File: config.mk
export PLATFORM = sky130hd
export DESIGN_NAME = demand_paging_translator
export DESIGN_NICKNAME = d
export VERILOG_FILES = /design/src/rtl/dpt_pkg.sv /design/src/rtl/demand_paging_translator.sv /design/src/rtl/dpt_page_table.sv /design/src/rtl/dpt_frame_scan.sv
export SDC_FILE = /design/constraint.sdc
export NUM_CORES = 1
export LEC_CHECK = 0
export ABC_AREA = 0
export BUFFER_PORTS_ARGS = -buffer_cell sky130_fd_sc_hd__buf_2
export CAP_MARGIN = 15
export CELL_PAD_IN_SITES_DETAIL_PLACEMENT = 2
export CELL_PAD_IN_SITES_GLOBAL_PLACEMENT = 2
export CORE_MARGIN = 4
export CORE_UTILIZATION = 49
export DETAILED_ROUTE_END_ITERATION = 6
export PLACE_DENSITY_LB_ADDON = 0.2
export SETUP_SLACK_MARGIN = 0.4
export SLEW_MARGIN = 20
export SYNTH_ARGS = -nofsm -noshare
export SYNTH_HDL_FRONTEND = slang
export SYNTH_SLANG_ARGS = --single-unit
File: constraint.sdc
create_clock -name clk -period 11.6 [get_ports clk]
set_input_delay 0 -clock clk [delete_from_list [all_inputs] [get_ports clk]]
set_output_delay 0 -clock clk [all_outputs]
set_load 0.02 [all_outputs]
File: src/rtl/dpt_pkg.sv
// shared types, codes and sizing constants for the demand paging translator
// no dependencies; used by every module of the block by scoped names
`default_nettype none

package dpt_pkg;

	localparam int MAX_LOGICAL_WORDS = 32;
	localparam int MAX_RAM_WORDS     = 8;
	localparam int MAX_PAGE_WORDS    = 2;

	localparam int VPN_W   = $clog2(MAX_LOGICAL_WORDS);
	localparam int FRAME_W = $clog2(MAX_RAM_WORDS);

	// access kinds
	localparam logic [1:0] FUNC_READ   = 2'd0;
	localparam logic [1:0] FUNC_WRITE  = 2'd1;
	localparam logic [1:0] FUNC_SEARCH = 2'd2;

	// result status codes
	localparam logic [1:0] STAT_HIT      = 2'd0;
	localparam logic [1:0] STAT_LOADED   = 2'd1;
	localparam logic [1:0] STAT_NO_FRAME = 2'd2;
	localparam logic [1:0] STAT_INVALID  = 2'd3;

	// register indexes
	localparam logic [1:0] CFG_PAGE_WORDS    = 2'd0;
	localparam logic [1:0] CFG_RAM_WORDS     = 2'd1;
	localparam logic [1:0] CFG_PROCESS_WORDS = 2'd2;

	typedef enum logic [1:0] {
		S_IDLE,
		S_LOOKUP,
		S_SCAN,
		S_FINISH
	} state_t;

	typedef struct packed {
		logic               valid;
		logic               referenced;
		logic               modified;
		logic [FRAME_W-1:0] frame;
	} pte_t;

	typedef struct packed {
		logic             start;
		logic [FRAME_W:0] nframes;
	} scan_ctrl_t;

	typedef struct packed {
		logic               done;
		logic               found;
		logic [FRAME_W-1:0] frame;
	} scan_stat_t;

endpackage

`default_nettype wire

File: src/rtl/demand_paging_translator.sv
// flow: an access is taken in idle and looked up in the lookup state; a hit or an invalid
// access goes straight to finish, while a miss first scans the frames for a free one
// throughput: one access at a time, the next is taken the cycle after the result moves
// to the output register; the frame scan loop sets the miss cost and a stalled result
// holds the block in its finish state
// reset: all page entries invalid, every frame free, registers at 1, 8 and 32 words
`default_nettype none

module demand_paging_translator (
	input  wire logic       clk,
	input  wire logic       arst_n,
	input  wire logic       cfg_valid,
	output logic            cfg_ready,
	input  wire logic [1:0] cfg_index,
	input  wire logic [5:0] cfg_data,
	input  wire logic       in_valid,
	output logic            in_stall,
	input  wire logic [1:0] func,
	input  wire logic [4:0] address,
	output logic            out_valid,
	input  wire logic       out_stall,
	output logic [1:0]      status,
	output logic [2:0]      physical_address,
	output logic [2:0]      frame_number,
	output logic            modified_flag
);

	localparam int VW = dpt_pkg::VPN_W;
	localparam int FW = dpt_pkg::FRAME_W;

	dpt_pkg::state_t state_q, state_d;

	logic [1:0] page_words_q;
	logic [3:0] ram_words_q;
	logic [5:0] process_words_q;

	logic [1:0] func_q;
	logic [4:0] address_q;

	logic [1:0]    res_status_q, res_status_d;
	logic [2:0]    res_phys_q, res_phys_d;
	logic [FW-1:0] res_frame_q, res_frame_d;
	logic          res_mod_q, res_mod_d;
	logic          res_load;

	logic [1:0]    out_status_q;
	logic [2:0]    out_phys_q;
	logic [FW-1:0] out_frame_q;
	logic          out_mod_q;

	logic          out_valid_q;
	logic          out_free;

	logic          page_sh;
	logic [3:0]    eff_ram;
	logic [5:0]    eff_process;
	logic [VW-1:0] vpage;
	logic          offset;
	logic          addr_ok;
	logic          is_write;

	dpt_pkg::pte_t       rd_entry;
	dpt_pkg::pte_t       wr_entry;
	logic                wr_en;
	dpt_pkg::scan_ctrl_t scan_ctrl;
	dpt_pkg::scan_stat_t scan_stat;

	assign cfg_ready = 1'b1;
	assign in_stall  = (state_q != dpt_pkg::S_IDLE);
	assign out_valid = out_valid_q;
	assign out_free  = !out_valid_q || !out_stall;

	assign status           = out_status_q;
	assign physical_address = out_phys_q;
	assign frame_number     = out_frame_q;
	assign modified_flag    = out_mod_q;

	// page size is 1 or 2 words, so divide and multiply are a one-bit shift
	assign page_sh     = page_words_q[1];
	assign eff_ram     = (ram_words_q > 4'(dpt_pkg::MAX_RAM_WORDS)) ?
	                     4'(dpt_pkg::MAX_RAM_WORDS) : ram_words_q;
	assign eff_process = (process_words_q > 6'(dpt_pkg::MAX_LOGICAL_WORDS)) ?
	                     6'(dpt_pkg::MAX_LOGICAL_WORDS) : process_words_q;
	assign vpage       = page_sh ? VW'(address_q >> 1) : VW'(address_q);
	assign offset      = page_sh & address_q[0];
	assign is_write    = (func_q == dpt_pkg::FUNC_WRITE);
	assign addr_ok     = (func_q inside {dpt_pkg::FUNC_READ, dpt_pkg::FUNC_WRITE,
	                                     dpt_pkg::FUNC_SEARCH}) &&
	                     ({1'b0, address_q} < eff_process);

	function automatic logic [2:0] phys_of(input logic [FW-1:0] f, input logic sh,
	                                       input logic off);
		logic [FW:0] base;
		base = sh ? {f, 1'b0} : {1'b0, f};
		return 3'(base | (FW+1)'(off));
	endfunction

	dpt_pte_store u_table (
		.clk      (clk),
		.arst_n   (arst_n),
		.rd_idx   (vpage),
		.rd_entry (rd_entry),
		.wr_en    (wr_en),
		.wr_idx   (vpage),
		.wr_entry (wr_entry)
	);

	dpt_frame_scan u_scan (
		.clk    (clk),
		.arst_n (arst_n),
		.ctrl   (scan_ctrl),
		.stat   (scan_stat)
	);

	always_comb begin
		state_d           = state_q;
		wr_en             = 1'b0;
		wr_entry          = rd_entry;
		scan_ctrl.start   = 1'b0;
		scan_ctrl.nframes = page_sh ? (eff_ram >> 1) : eff_ram;
		res_load          = 1'b0;
		res_status_d      = dpt_pkg::STAT_INVALID;
		res_phys_d        = '0;
		res_frame_d       = '0;
		res_mod_d         = 1'b0;
		case (state_q)
			dpt_pkg::S_IDLE: begin
				if (in_valid) begin
					state_d = dpt_pkg::S_LOOKUP;
				end
			end
			dpt_pkg::S_LOOKUP: begin
				if (!addr_ok) begin
					res_load = 1'b1;
					state_d  = dpt_pkg::S_FINISH;
				end else if (rd_entry.valid) begin
					wr_en               = 1'b1;
					wr_entry.referenced = 1'b1;
					wr_entry.modified   = rd_entry.modified | is_write;
					res_load            = 1'b1;
					res_status_d        = dpt_pkg::STAT_HIT;
					res_frame_d         = rd_entry.frame;
					res_phys_d          = phys_of(rd_entry.frame, page_sh, offset);
					res_mod_d           = rd_entry.modified | is_write;
					state_d             = dpt_pkg::S_FINISH;
				end else begin
					scan_ctrl.start = 1'b1;
					state_d         = dpt_pkg::S_SCAN;
				end
			end
			dpt_pkg::S_SCAN: begin
				if (scan_stat.done) begin
					res_load = 1'b1;
					state_d  = dpt_pkg::S_FINISH;
					if (scan_stat.found) begin
						wr_en               = 1'b1;
						wr_entry.valid      = 1'b1;
						wr_entry.referenced = 1'b1;
						wr_entry.modified   = rd_entry.modified | is_write;
						wr_entry.frame      = scan_stat.frame;
						res_status_d        = dpt_pkg::STAT_LOADED;
						res_frame_d         = scan_stat.frame;
						res_phys_d          = phys_of(scan_stat.frame, page_sh, offset);
						res_mod_d           = rd_entry.modified | is_write;
					end else begin
						res_status_d = dpt_pkg::STAT_NO_FRAME;
						res_mod_d    = rd_entry.modified;
					end
				end
			end
			dpt_pkg::S_FINISH: begin
				if (out_free) begin
					state_d = dpt_pkg::S_IDLE;
				end
			end
			default: begin
				state_d = dpt_pkg::S_IDLE;
			end
		endcase
	end

	always_ff @(posedge clk or negedge arst_n) begin
		if (!arst_n) begin
			state_q <= dpt_pkg::S_IDLE;
		end else begin
			state_q <= state_d;
		end
	end

	always_ff @(posedge clk or negedge arst_n) begin
		if (!arst_n) begin
			page_words_q    <= 2'd1;
			ram_words_q     <= 4'd8;
			process_words_q <= 6'd32;
		end else if (cfg_valid) begin
			case (cfg_index)
				dpt_pkg::CFG_PAGE_WORDS:    page_words_q    <= cfg_data[1:0];
				dpt_pkg::CFG_RAM_WORDS:     ram_words_q     <= cfg_data[3:0];
				dpt_pkg::CFG_PROCESS_WORDS: process_words_q <= cfg_data;
				default: ;
			endcase
		end
	end

	// accepted word and pending result
	always_ff @(posedge clk) begin
		if (state_q == dpt_pkg::S_IDLE && in_valid) begin
			func_q    <= func;
			address_q <= address;
		end
		if (res_load) begin
			res_status_q <= res_status_d;
			res_phys_q   <= res_phys_d;
			res_frame_q  <= res_frame_d;
			res_mod_q    <= res_mod_d;
		end
	end

	always_ff @(posedge clk or negedge arst_n) begin
		if (!arst_n) begin
			out_valid_q <= 1'b0;
		end else if (state_q == dpt_pkg::S_FINISH && out_free) begin
			out_valid_q <= 1'b1;
		end else if (!out_stall) begin
			out_valid_q <= 1'b0;
		end
	end

	// output register fields: loaded from the pending result on finish
	// the pending result registers hold until the next lookup or scan loads them
	always_ff @(posedge clk) begin
		if (state_q == dpt_pkg::S_FINISH && out_free) begin
			out_status_q <= res_status_q;
			out_phys_q   <= res_phys_q;
			out_frame_q  <= res_frame_q;
			out_mod_q    <= res_mod_q;
		end
	end

endmodule

`default_nettype wire

File: src/rtl/dpt_page_table.sv
// page table entry storage: one read port, one write port
// depends on dpt_pkg for the entry type and table depth
`default_nettype none

module dpt_pte_store (
	input  wire logic                   clk,
	input  wire logic                   arst_n,
	input  wire logic [dpt_pkg::VPN_W-1:0] rd_idx,
	output dpt_pkg::pte_t               rd_entry,
	input  wire logic                   wr_en,
	input  wire logic [dpt_pkg::VPN_W-1:0] wr_idx,
	input  wire dpt_pkg::pte_t          wr_entry
);

	dpt_pkg::pte_t entries_q [dpt_pkg::MAX_LOGICAL_WORDS];

	always_ff @(posedge clk or negedge arst_n) begin
		if (!arst_n) begin
			entries_q <= '{default: '0};
		end else if (wr_en) begin
			entries_q[wr_idx] <= wr_entry;
		end
	end

	assign rd_entry = entries_q[rd_idx];

endmodule

`default_nettype wire

File: src/rtl/dpt_frame_scan.sv
// free frame scan: one frame checked per cycle with a single compare,
// owns the frame in-use bits; depends on dpt_pkg
`default_nettype none

module dpt_frame_scan (
	input  wire logic         clk,
	input  wire logic         arst_n,
	input  wire dpt_pkg::scan_ctrl_t ctrl,
	output dpt_pkg::scan_stat_t stat
);

	localparam int FW = dpt_pkg::FRAME_W;

	logic [dpt_pkg::MAX_RAM_WORDS-1:0] in_use_q;
	logic [FW:0]                       cnt_q;
	logic                              active_q;
	logic [FW-1:0]                     idx;
	logic                              in_range;
	logic                              hit_free;

	assign idx      = cnt_q[FW-1:0];
	assign in_range = cnt_q < ctrl.nframes;
	assign hit_free = in_range && !in_use_q[idx];

	always_comb begin
		stat.done  = active_q && (!in_range || hit_free);
		stat.found = active_q && hit_free;
		stat.frame = idx;
	end

	always_ff @(posedge clk or negedge arst_n) begin
		if (!arst_n) begin
			in_use_q <= '0;
			cnt_q    <= '0;
			active_q <= 1'b0;
		end else if (ctrl.start) begin
			cnt_q    <= '0;
			active_q <= 1'b1;
		end else if (active_q) begin
			if (!in_range) begin
				active_q <= 1'b0;
			end else if (hit_free) begin
				in_use_q[idx] <= 1'b1;
				active_q      <= 1'b0;
			end else begin
				cnt_q <= cnt_q + (FW+1)'(1);
			end
		end
	end

endmodule

`default_nettype wire
==> results of run 1 <==
[registers in the layout, summed over array words and instances (netlist names)]
name and count:
address_q 5, frame_number 3, func_q 2, modified_flag 1
out_valid 1, page_words_q 1, physical_address 3, process_words_q 6
ram_words_q 4, res_frame_q 3, res_mod_q 1, res_phys_q 3
res_status_q 2, state_q 2, status 2, u_scan.active_q 1
u_scan.cnt_q 4, u_scan.in_use_q 8, u_table.entries_q 160
[metrics by stage]
stage | instance area (um2) | instances | hold WS (ps) | worst slack [ps] | power [mW]
floorplan | 11200 | 810 | -296 | 7520 | 1.27
global placement | 11500 | 1082 | -47.4 | 7310 | 1.41
detailed placement | 11500 | 1082 | -37.3 | 7050 | 1.45
CTS | 12500 | 1147 | 0.887 | 6970 | 2.24
global route | 12500 | 1147 | 38.3 | 6780 | 2.35
finish | 12500 | 1148 | 26.4 | 6930 | 2.25
[path summary, 6_finish.rpt]
kind / start / to / slack (ps) / cells after the start
hold reg to reg: res_frame_q[1]$_SDFFCE_PP0P_ / frame_number[1]$_DFFE_PP_ / 430 / 0
max in group asynchronous: arst_n / u_table.entries_q[54]$_DFFE_PN0P_ / 9250 / 5
setup / recovery: address_q[1]$_DFFE_PP_ / u_table.entries_q[74]$_DFFE_PN0P_ / 6930 / 9
hold / removal: cfg_index[0] / ram_words_q[3]$_DFFE_PN1P_ / 30 / 3
setup reg to reg: address_q[1]$_DFFE_PP_ / u_table.entries_q[74]$_DFFE_PN0P_ / 6930 / 9
min in group asynchronous: arst_n / process_words_q[4]$_DFFE_PN0P_ / 510 / 3
[Yosys cell counts (all sizes together), types with 2 or more instances]
cell,number
dfrtp,185
mux2,144
nand2,52
mux2i,44
buf,34
nor4,33
or2,32
mux4,26
edfxtp,25
clkbuf,20
nor2,20
o21ai,16
a21oi,15
a22oi,13
ha,13
nand3,11
nand2b,10
a21o,9
inv,9
nor3,9
o22ai,9
o32ai,9
nor2b,8
nor3b,4
nor4bb,4
or4,4
a21boi,3
and2,3
nand4,3
nor4b,3
a221oi,2
a22o,2
a31o,2
a31oi,2
and3b,2
dfstp,2
nand3b,2
o21a,2
o31ai,2
xor2,2
[area by class of cell]
type | count | area [um2] | area share (%)
Antenna cell | 1 | 2.50 | 0.0200
Clock buffer | 41 | 764 | 6.10
Clock inverter | 3 | 51.3 | 0.409
Inverter | 9 | 33.8 | 0.269
Multi-Input combinational cell | 535 | 5410 | 43.2
Sequential cell | 212 | 5430 | 43.3
Tap cell | 280 | 350 | 2.79
Timing Repair Buffer | 67 | 490 | 3.91
[layer usage]
metal  global-route usage (%)  share of wire (%)  vias up
met5                        0                  0        -
met4                     8.60                3.0        0
met3                     3.81                3.8       79
met2                     48.8                 52      196
met1                     35.2                 41     3866
li1                         -                  -     3112
[power breakdown]
group | internal, mW | total [mW] | switching [mW] | leakage, nW
clock | 0.468 | 0.777 | 0.308 | 0.401
sequential | 0.832 | 0.898 | 0.0657 | 2.80
combinational | 0.182 | 0.579 | 0.397 | 2.47
total | 1.48 | 2.25 | 0.771 | 5.67
[timing repair]
action                     in CTS  in global routing
setup endpoints to repair       0                  0
hold buffers                   21                  0
hold endpoints to repair       66                  0
gates resized for setup         0                  0
[kinds of logic (layout without fill, tap and decap cells)]
kind of cell    after synthesis  in the layout  synth area share, %
buf+inv                      63            120                 3.17
flops                       212            212                 48.6
fa+ha+maj                    13             13                 1.46
other cells                   1              2               0.0336
mux                         214            214                 25.9
simple gates                204            204                 14.1
compound gates              101            101                 6.49
xor+xnor                      2              2                0.157
[critical path, delay by kind of cell, from the launching register on]
kind	cells	cell delay, ps
AOI/OAI and AO/OA	1	140
buffers and inverters	2	1120
muxes	4	2010
and+or+nand+nor	2	880
DFF	1	320
==> impl_metrics.toml, run 1 <==
[outcome]
status = "completed"

[synth]
ys_types = 74
synth_edf_count = 25
syn-num-nets = 843
ys_seq_area_share_pct = 48.6
ys_ff_latch = 212
synth_area_leaders = "dfrtp_1, mux2_4, edfxtp_1, nor4_4, mux2_2"
synth_cells = 810
synth_top_area_cell = "dfrtp_1"
synth-main-ff-cell = "dfrtp_1"
synth_async_sr_flop_share_pct = 88.2
syn-cell-area_mm2 = 0.0112
synth_area_per_cell_um2 = 13.8
yosysTopAreaCellShare_pct = 41.4
yosysWarningCount = 0

[grt]
grt_max_degree = 91
overflow = 0
grt_usage_pct = 27.5
grt_pass1_wl_um = 54600
grt_pass1_vias = 8556
antenna_found_initial = 0

[floorplanning]
die-width_um = 159
die_area_mm2 = 0.0253
rows = 54
core_area_mm2 = 0.0221
ioPinCount = 32
chipHeight_um = 159
initial_core_util_pct = 50.6

[sta]
hold_violations = 0
setup_violations = 0
timing.final.crit_share_pct = 40.3
clock_skew_ps = 31.1
rsz0062_at_grt = "false"
final_max_slew_viol_count = 0
fin_crit_ps = 4670
timing.slew.headroom_pct = 31.0
clock.fmax_ghz = 0.214
tns_ps = 0
worstMarginPinSlew_ps = 1020

[layout]
mostFrequentLayoutCell = "dfrtp_1"
syn2layout_area_growth_pct = 12.3
final_layout_size_suffix_gt1_share_pct = 32.5
fin_util_pct = 56.8
fillers = 1897
final_cell_mix = "dfrtp_1, mux2_4, nand2_1, mux2_2, mux2i_1"
layout.nets = 882

[critical_path]
worstPathCellList = "buf_4, mux2_4, buf_4, mux2i_1, o32ai_1, nor4_1, nand4_1, mux2_2, mux2_1"
critPathArrivalTime_ps = 5080
crit_path_max_incr_delay_ps = 640
cp_slowest_cell = "buf_4"
setup.worst_path.class = "reg -> reg"
path_max_fanout = 35
critPathCaptureType = "flop"
cp_common_cell = "buf_4"
required_ps = 12010
crit_path_start_kind = "flop"

[route]
drt_iter0_markers = 424
post_drt_wl_per_cell_um = 30.0
drt-pass1-iter-count = 5
drc_errors = 0
ant_nets = 0
via_count = 7253
wl_um = 34500
via_per_inst = 6.32

[clock_tree]
h-tree-depth = 1
cts.sinks = 212
cts_buffers = 24
clk_pin_slew_ps = 60
cts-root-buf = "clkbuf_16"
cts.path.max_buffers = 3
clock_latency_ps = 540
cts_setup_buffers = 0
cts_tree = "yes"

[job]
drv_cap = 0

[placed_design]
place.detailed.hpwl_um = 21400
port-buffer-count = 30
place_congestion = 0.848

[pwr]
irDropWorstVdd_v = 0.0000957
power_leakage_nw = 5.67
power_per_cell_area_mw_per_mm2 = 180

[worst_hold_path]
hold_class = "in -> reg"
Note: power is estimated with default switching activity, not from simulation.
==> run 2, diff against run 1 <==
Settings changed: ABC_AREA 0 to 1, CORE_UTILIZATION 49 to 38.
Clock period 11.6 ns to 4.4 ns, I/O delays scaled along.
==> run 2 against run 1 <==
  * Via count is 36% higher
  * Utilization fell by 12 points
  * Die area increased by 25%
  * Non-clock buffer count is 19 higher
  * Worst setup slack got worse by 6000 ps
  * Clock-buffer cell count stayed put
  * Sequential power grew to 2.6 times the previous value
  * Sequential share of layout area decreased by 0.11 points
  * Critical path depth up 8
  * Hold slack gained 120 ps
==> impl_metrics.toml, run 2 <==
[outcome]
status = "completed"

[clock_tree]
cts-root-buf = "clkbuf_16"
cts_buffers = 26
cts.path.max_buffers = 3
cts.sinks = 212
clock_latency_ps = 540
h-tree-depth = 1
cts_setup_buffers = 0
cts_resized = 0
clk_pin_slew_ps = 60
ctsHoldBuffers = 22
cts_tree = "yes"

[sta]
hold_violations = 0
worstMarginPinSlew_ps = 899
clock.fmax_ghz = 0.285
tns_ps = 0
final_max_slew_viol_count = 0
fin_crit_ps = 3510
timing.final.crit_share_pct = 79.7
setup_violations = 0
timing.slew.headroom_pct = 40.1
rsz0062_at_grt = "false"
clock_skew_ps = 16.4

[critical_path]
crit-reg2reg-launch = "page_words_q[1]$_DFFE_PN0P_"
critPathArrivalTime_ps = 3930
required_ps = 4830
path_max_fanout = 31
crit_path_start_kind = "flop"
r2r_end = "u_table.entries_q[26]$_DFFE_PN0P_"
setup.worst_path.class = "reg -> reg"
reg2reg_slack_ps = 890
critPathCaptureType = "flop"
ff2ff_path_depth = 17

[layout]
top_register = "u_table.entries_q"
fillers = 3249
antennaDiodeCount = 0
reg_top3 = "u_table.entries_q x160, u_scan.in_use_q x8, process_words_q x6"
layout.nets = 1489
final_cells = 1852
largest_reg_flops = 160
final_layout_size_suffix_gt1_share_pct = 10.9
final_cell_mix = "nand2_1, dfrtp_1, nand3_1, inv_1, nand4_1"
syn2layout_area_growth_pct = 14.8
mostFrequentLayoutCell = "nand2_1"

[synth]
syn-cell-area_mm2 = 0.0110
syn-num-nets = 1443
synth-main-ff-cell = "dfrtp_1"
synth_commonest_cells = "nand2_1, dfrtp_1, nand3_1, inv_1, nand4_1"
ys_seq_area_share_pct = 49.6
synth_area_leaders = "dfrtp_1, nand2_1, edfxtp_1, nand3_1, nand4_1"
yosysTopAreaCellShare_pct = 42.3
synth_async_sr_flop_share_pct = 88.2
synth_edf_count = 25
yosysWarningCount = 0
ys_ff_latch = 212
synth_area_per_cell_um2 = 7.77
ys_types = 38
synth_top_area_cell = "dfrtp_1"
synth.most_common_cell = "nand2_1"
synth_cells = 1410

[grt]
antenna_found_initial = 0
grt_max_degree = 105
grt_pass1_wl_um = 64700
grt_usage_pct = 26.3
overflow = 0
grt_pass1_vias = 11100

[route]
wl_met3_um = 909
drt-pass1-iter-count = 4
highest_layer = "met4"
met2_length_um = 20800
via_per_inst = 5.32
wl_um = 40300
wirelength_met1_um = 17800
drc_errors = 0
post_drt_wl_per_cell_um = 21.8
drt_iter0_markers = 491
ant_nets = 0
via_count = 9850

[placed_design]
place_congestion = 0.817
port-buffer-count = 30
dp.cells = 1784
place.detailed.hpwl_um = 25300

[floorplanning]
die_area_mm2 = 0.0316
initial_core_util_pct = 39.0
die-width_um = 178
core_area_mm2 = 0.0281
chipHeight_um = 178
ioPinCount = 32
rows = 61

[pwr]
power_mw = 6.07
irDropWorstVdd_v = 0.000260
power_per_cell_area_mw_per_mm2 = 483
power_leakage_nw = 6.38

[job]
drv_cap = 0

[worst_hold_path]
hold_class = "in -> async"
-- run 2: cell types whose count changed in the layout (fill, tap and decap cells not counted), moves of 23 or more --
| cell | previous run | this run |
|---|---|---|
| inv_1 | 9 | 51 |
| mux2_1 | 34 | 0 |
| mux2_2 | 47 | 1 |
| mux2_4 | 63 | 0 |
| mux2i_1 | 42 | 0 |
| mux4_2 | 23 | 0 |
| nand2_1 | 52 | 746 |
| nand3_1 | 11 | 68 |
| nand4_1 | 3 | 50 |
| nor2_4 | 0 | 28 |
| nor4_4 | 30 | 0 |
| o21ai_0 | 14 | 40 |
-- run 2: metal layers --
metal  global-route usage (%)  vias to the layer above
li1                         -                     4552
met1                     33.8                     5130
met2                     48.3                      125
met3                     2.58                       43
met4                     5.03                        0
met5                        0                        -
-- run 2: logic make-up after synthesis --
family | count (synthesis) | share of synthesized area [%]
AND/OR/NAND/NOR | 984 | 39.0
flip-flops | 212 | 49.6
buffers and inverters | 122 | 5.97
AO/OA/AOI/OAI | 77 | 3.76
adder cells (fa/ha/maj) | 13 | 1.49
multiplexers | 1 | 0.103
other | 1 | 0.0342
-- run 2: worst max path at each step --
stage	endpoint	slack [ps]	start
after floorplan	res_frame_q[0]$_SDFFCE_PP0P_	2000	page_words_q[1]$_DFFE_PN0P_
after global placement	u_table.entries_q[17]$_DFFE_PN0P_	1130	page_words_q[1]$_DFFE_PN0P_
after detailed placement	u_table.entries_q[15]$_DFFE_PN0P_	980	page_words_q[1]$_DFFE_PN0P_
after global routing	u_table.entries_q[43]$_DFFE_PN0P_	660	page_words_q[1]$_DFFE_PN0P_
after CTS	u_table.entries_q[20]$_DFFE_PN0P_	940	page_words_q[1]$_DFFE_PN0P_
final	u_table.entries_q[26]$_DFFE_PN0P_	890	page_words_q[1]$_DFFE_PN0P_
-- run 2: report_power, final --
| part | internal, mW | leakage, nW | switching (mW) |
|---|---|---|---|
| registers | 2.16 | 2.81 | 0.125 |
| clock network | 1.34 | 0.435 | 0.896 |
| logic | 0.355 | 3.14 | 1.19 |
| total | 3.86 | 6.38 | 2.21 |
-- run 2: area by class of cell --
| cell class | count | area, um2 | area share (%) |
|---|---|---|---|
| sequential | 212 | 5430 | 43.2 |
| multi-input combinational | 1076 | 4870 | 38.8 |
| clock buffer | 41 | 828 | 6.59 |
| timing repair buffer | 86 | 709 | 5.64 |
| tap | 378 | 473 | 3.76 |
| inverter | 54 | 203 | 1.61 |
| clock inverter | 5 | 52.6 | 0.418 |
-- run 2: per-stage QoR --
step,cell area [um2],hold slack (ps),worst slack [ps],util (%)
2_1_floorplan,11000,-296,2000,-
3_3_place_gp,11500,177,1130,40.8
3_5_place_dp,11500,178,984,40.8
4_1_cts,12600,145,938,44.8
5_1_grt,12600,169,659,44.8
6_report,12600,150,895,44.8
-- run 2: worst max-delay path, stage by stage (launching register included) --
cell	delay, ps
dfrtp_1	380
inv_1	300
nand2_1	150
nand2_2	560
nand2_1	120
nand2_1	120
nand2_1	50
nand2_1	100
nand2_1	60
nand2_1	100
nor2_1	70
nand2_2	90
nand3_2	80
nand2_2	110
buf_4	440
nand4_1	370
nand2_1	180
nand2_1	70
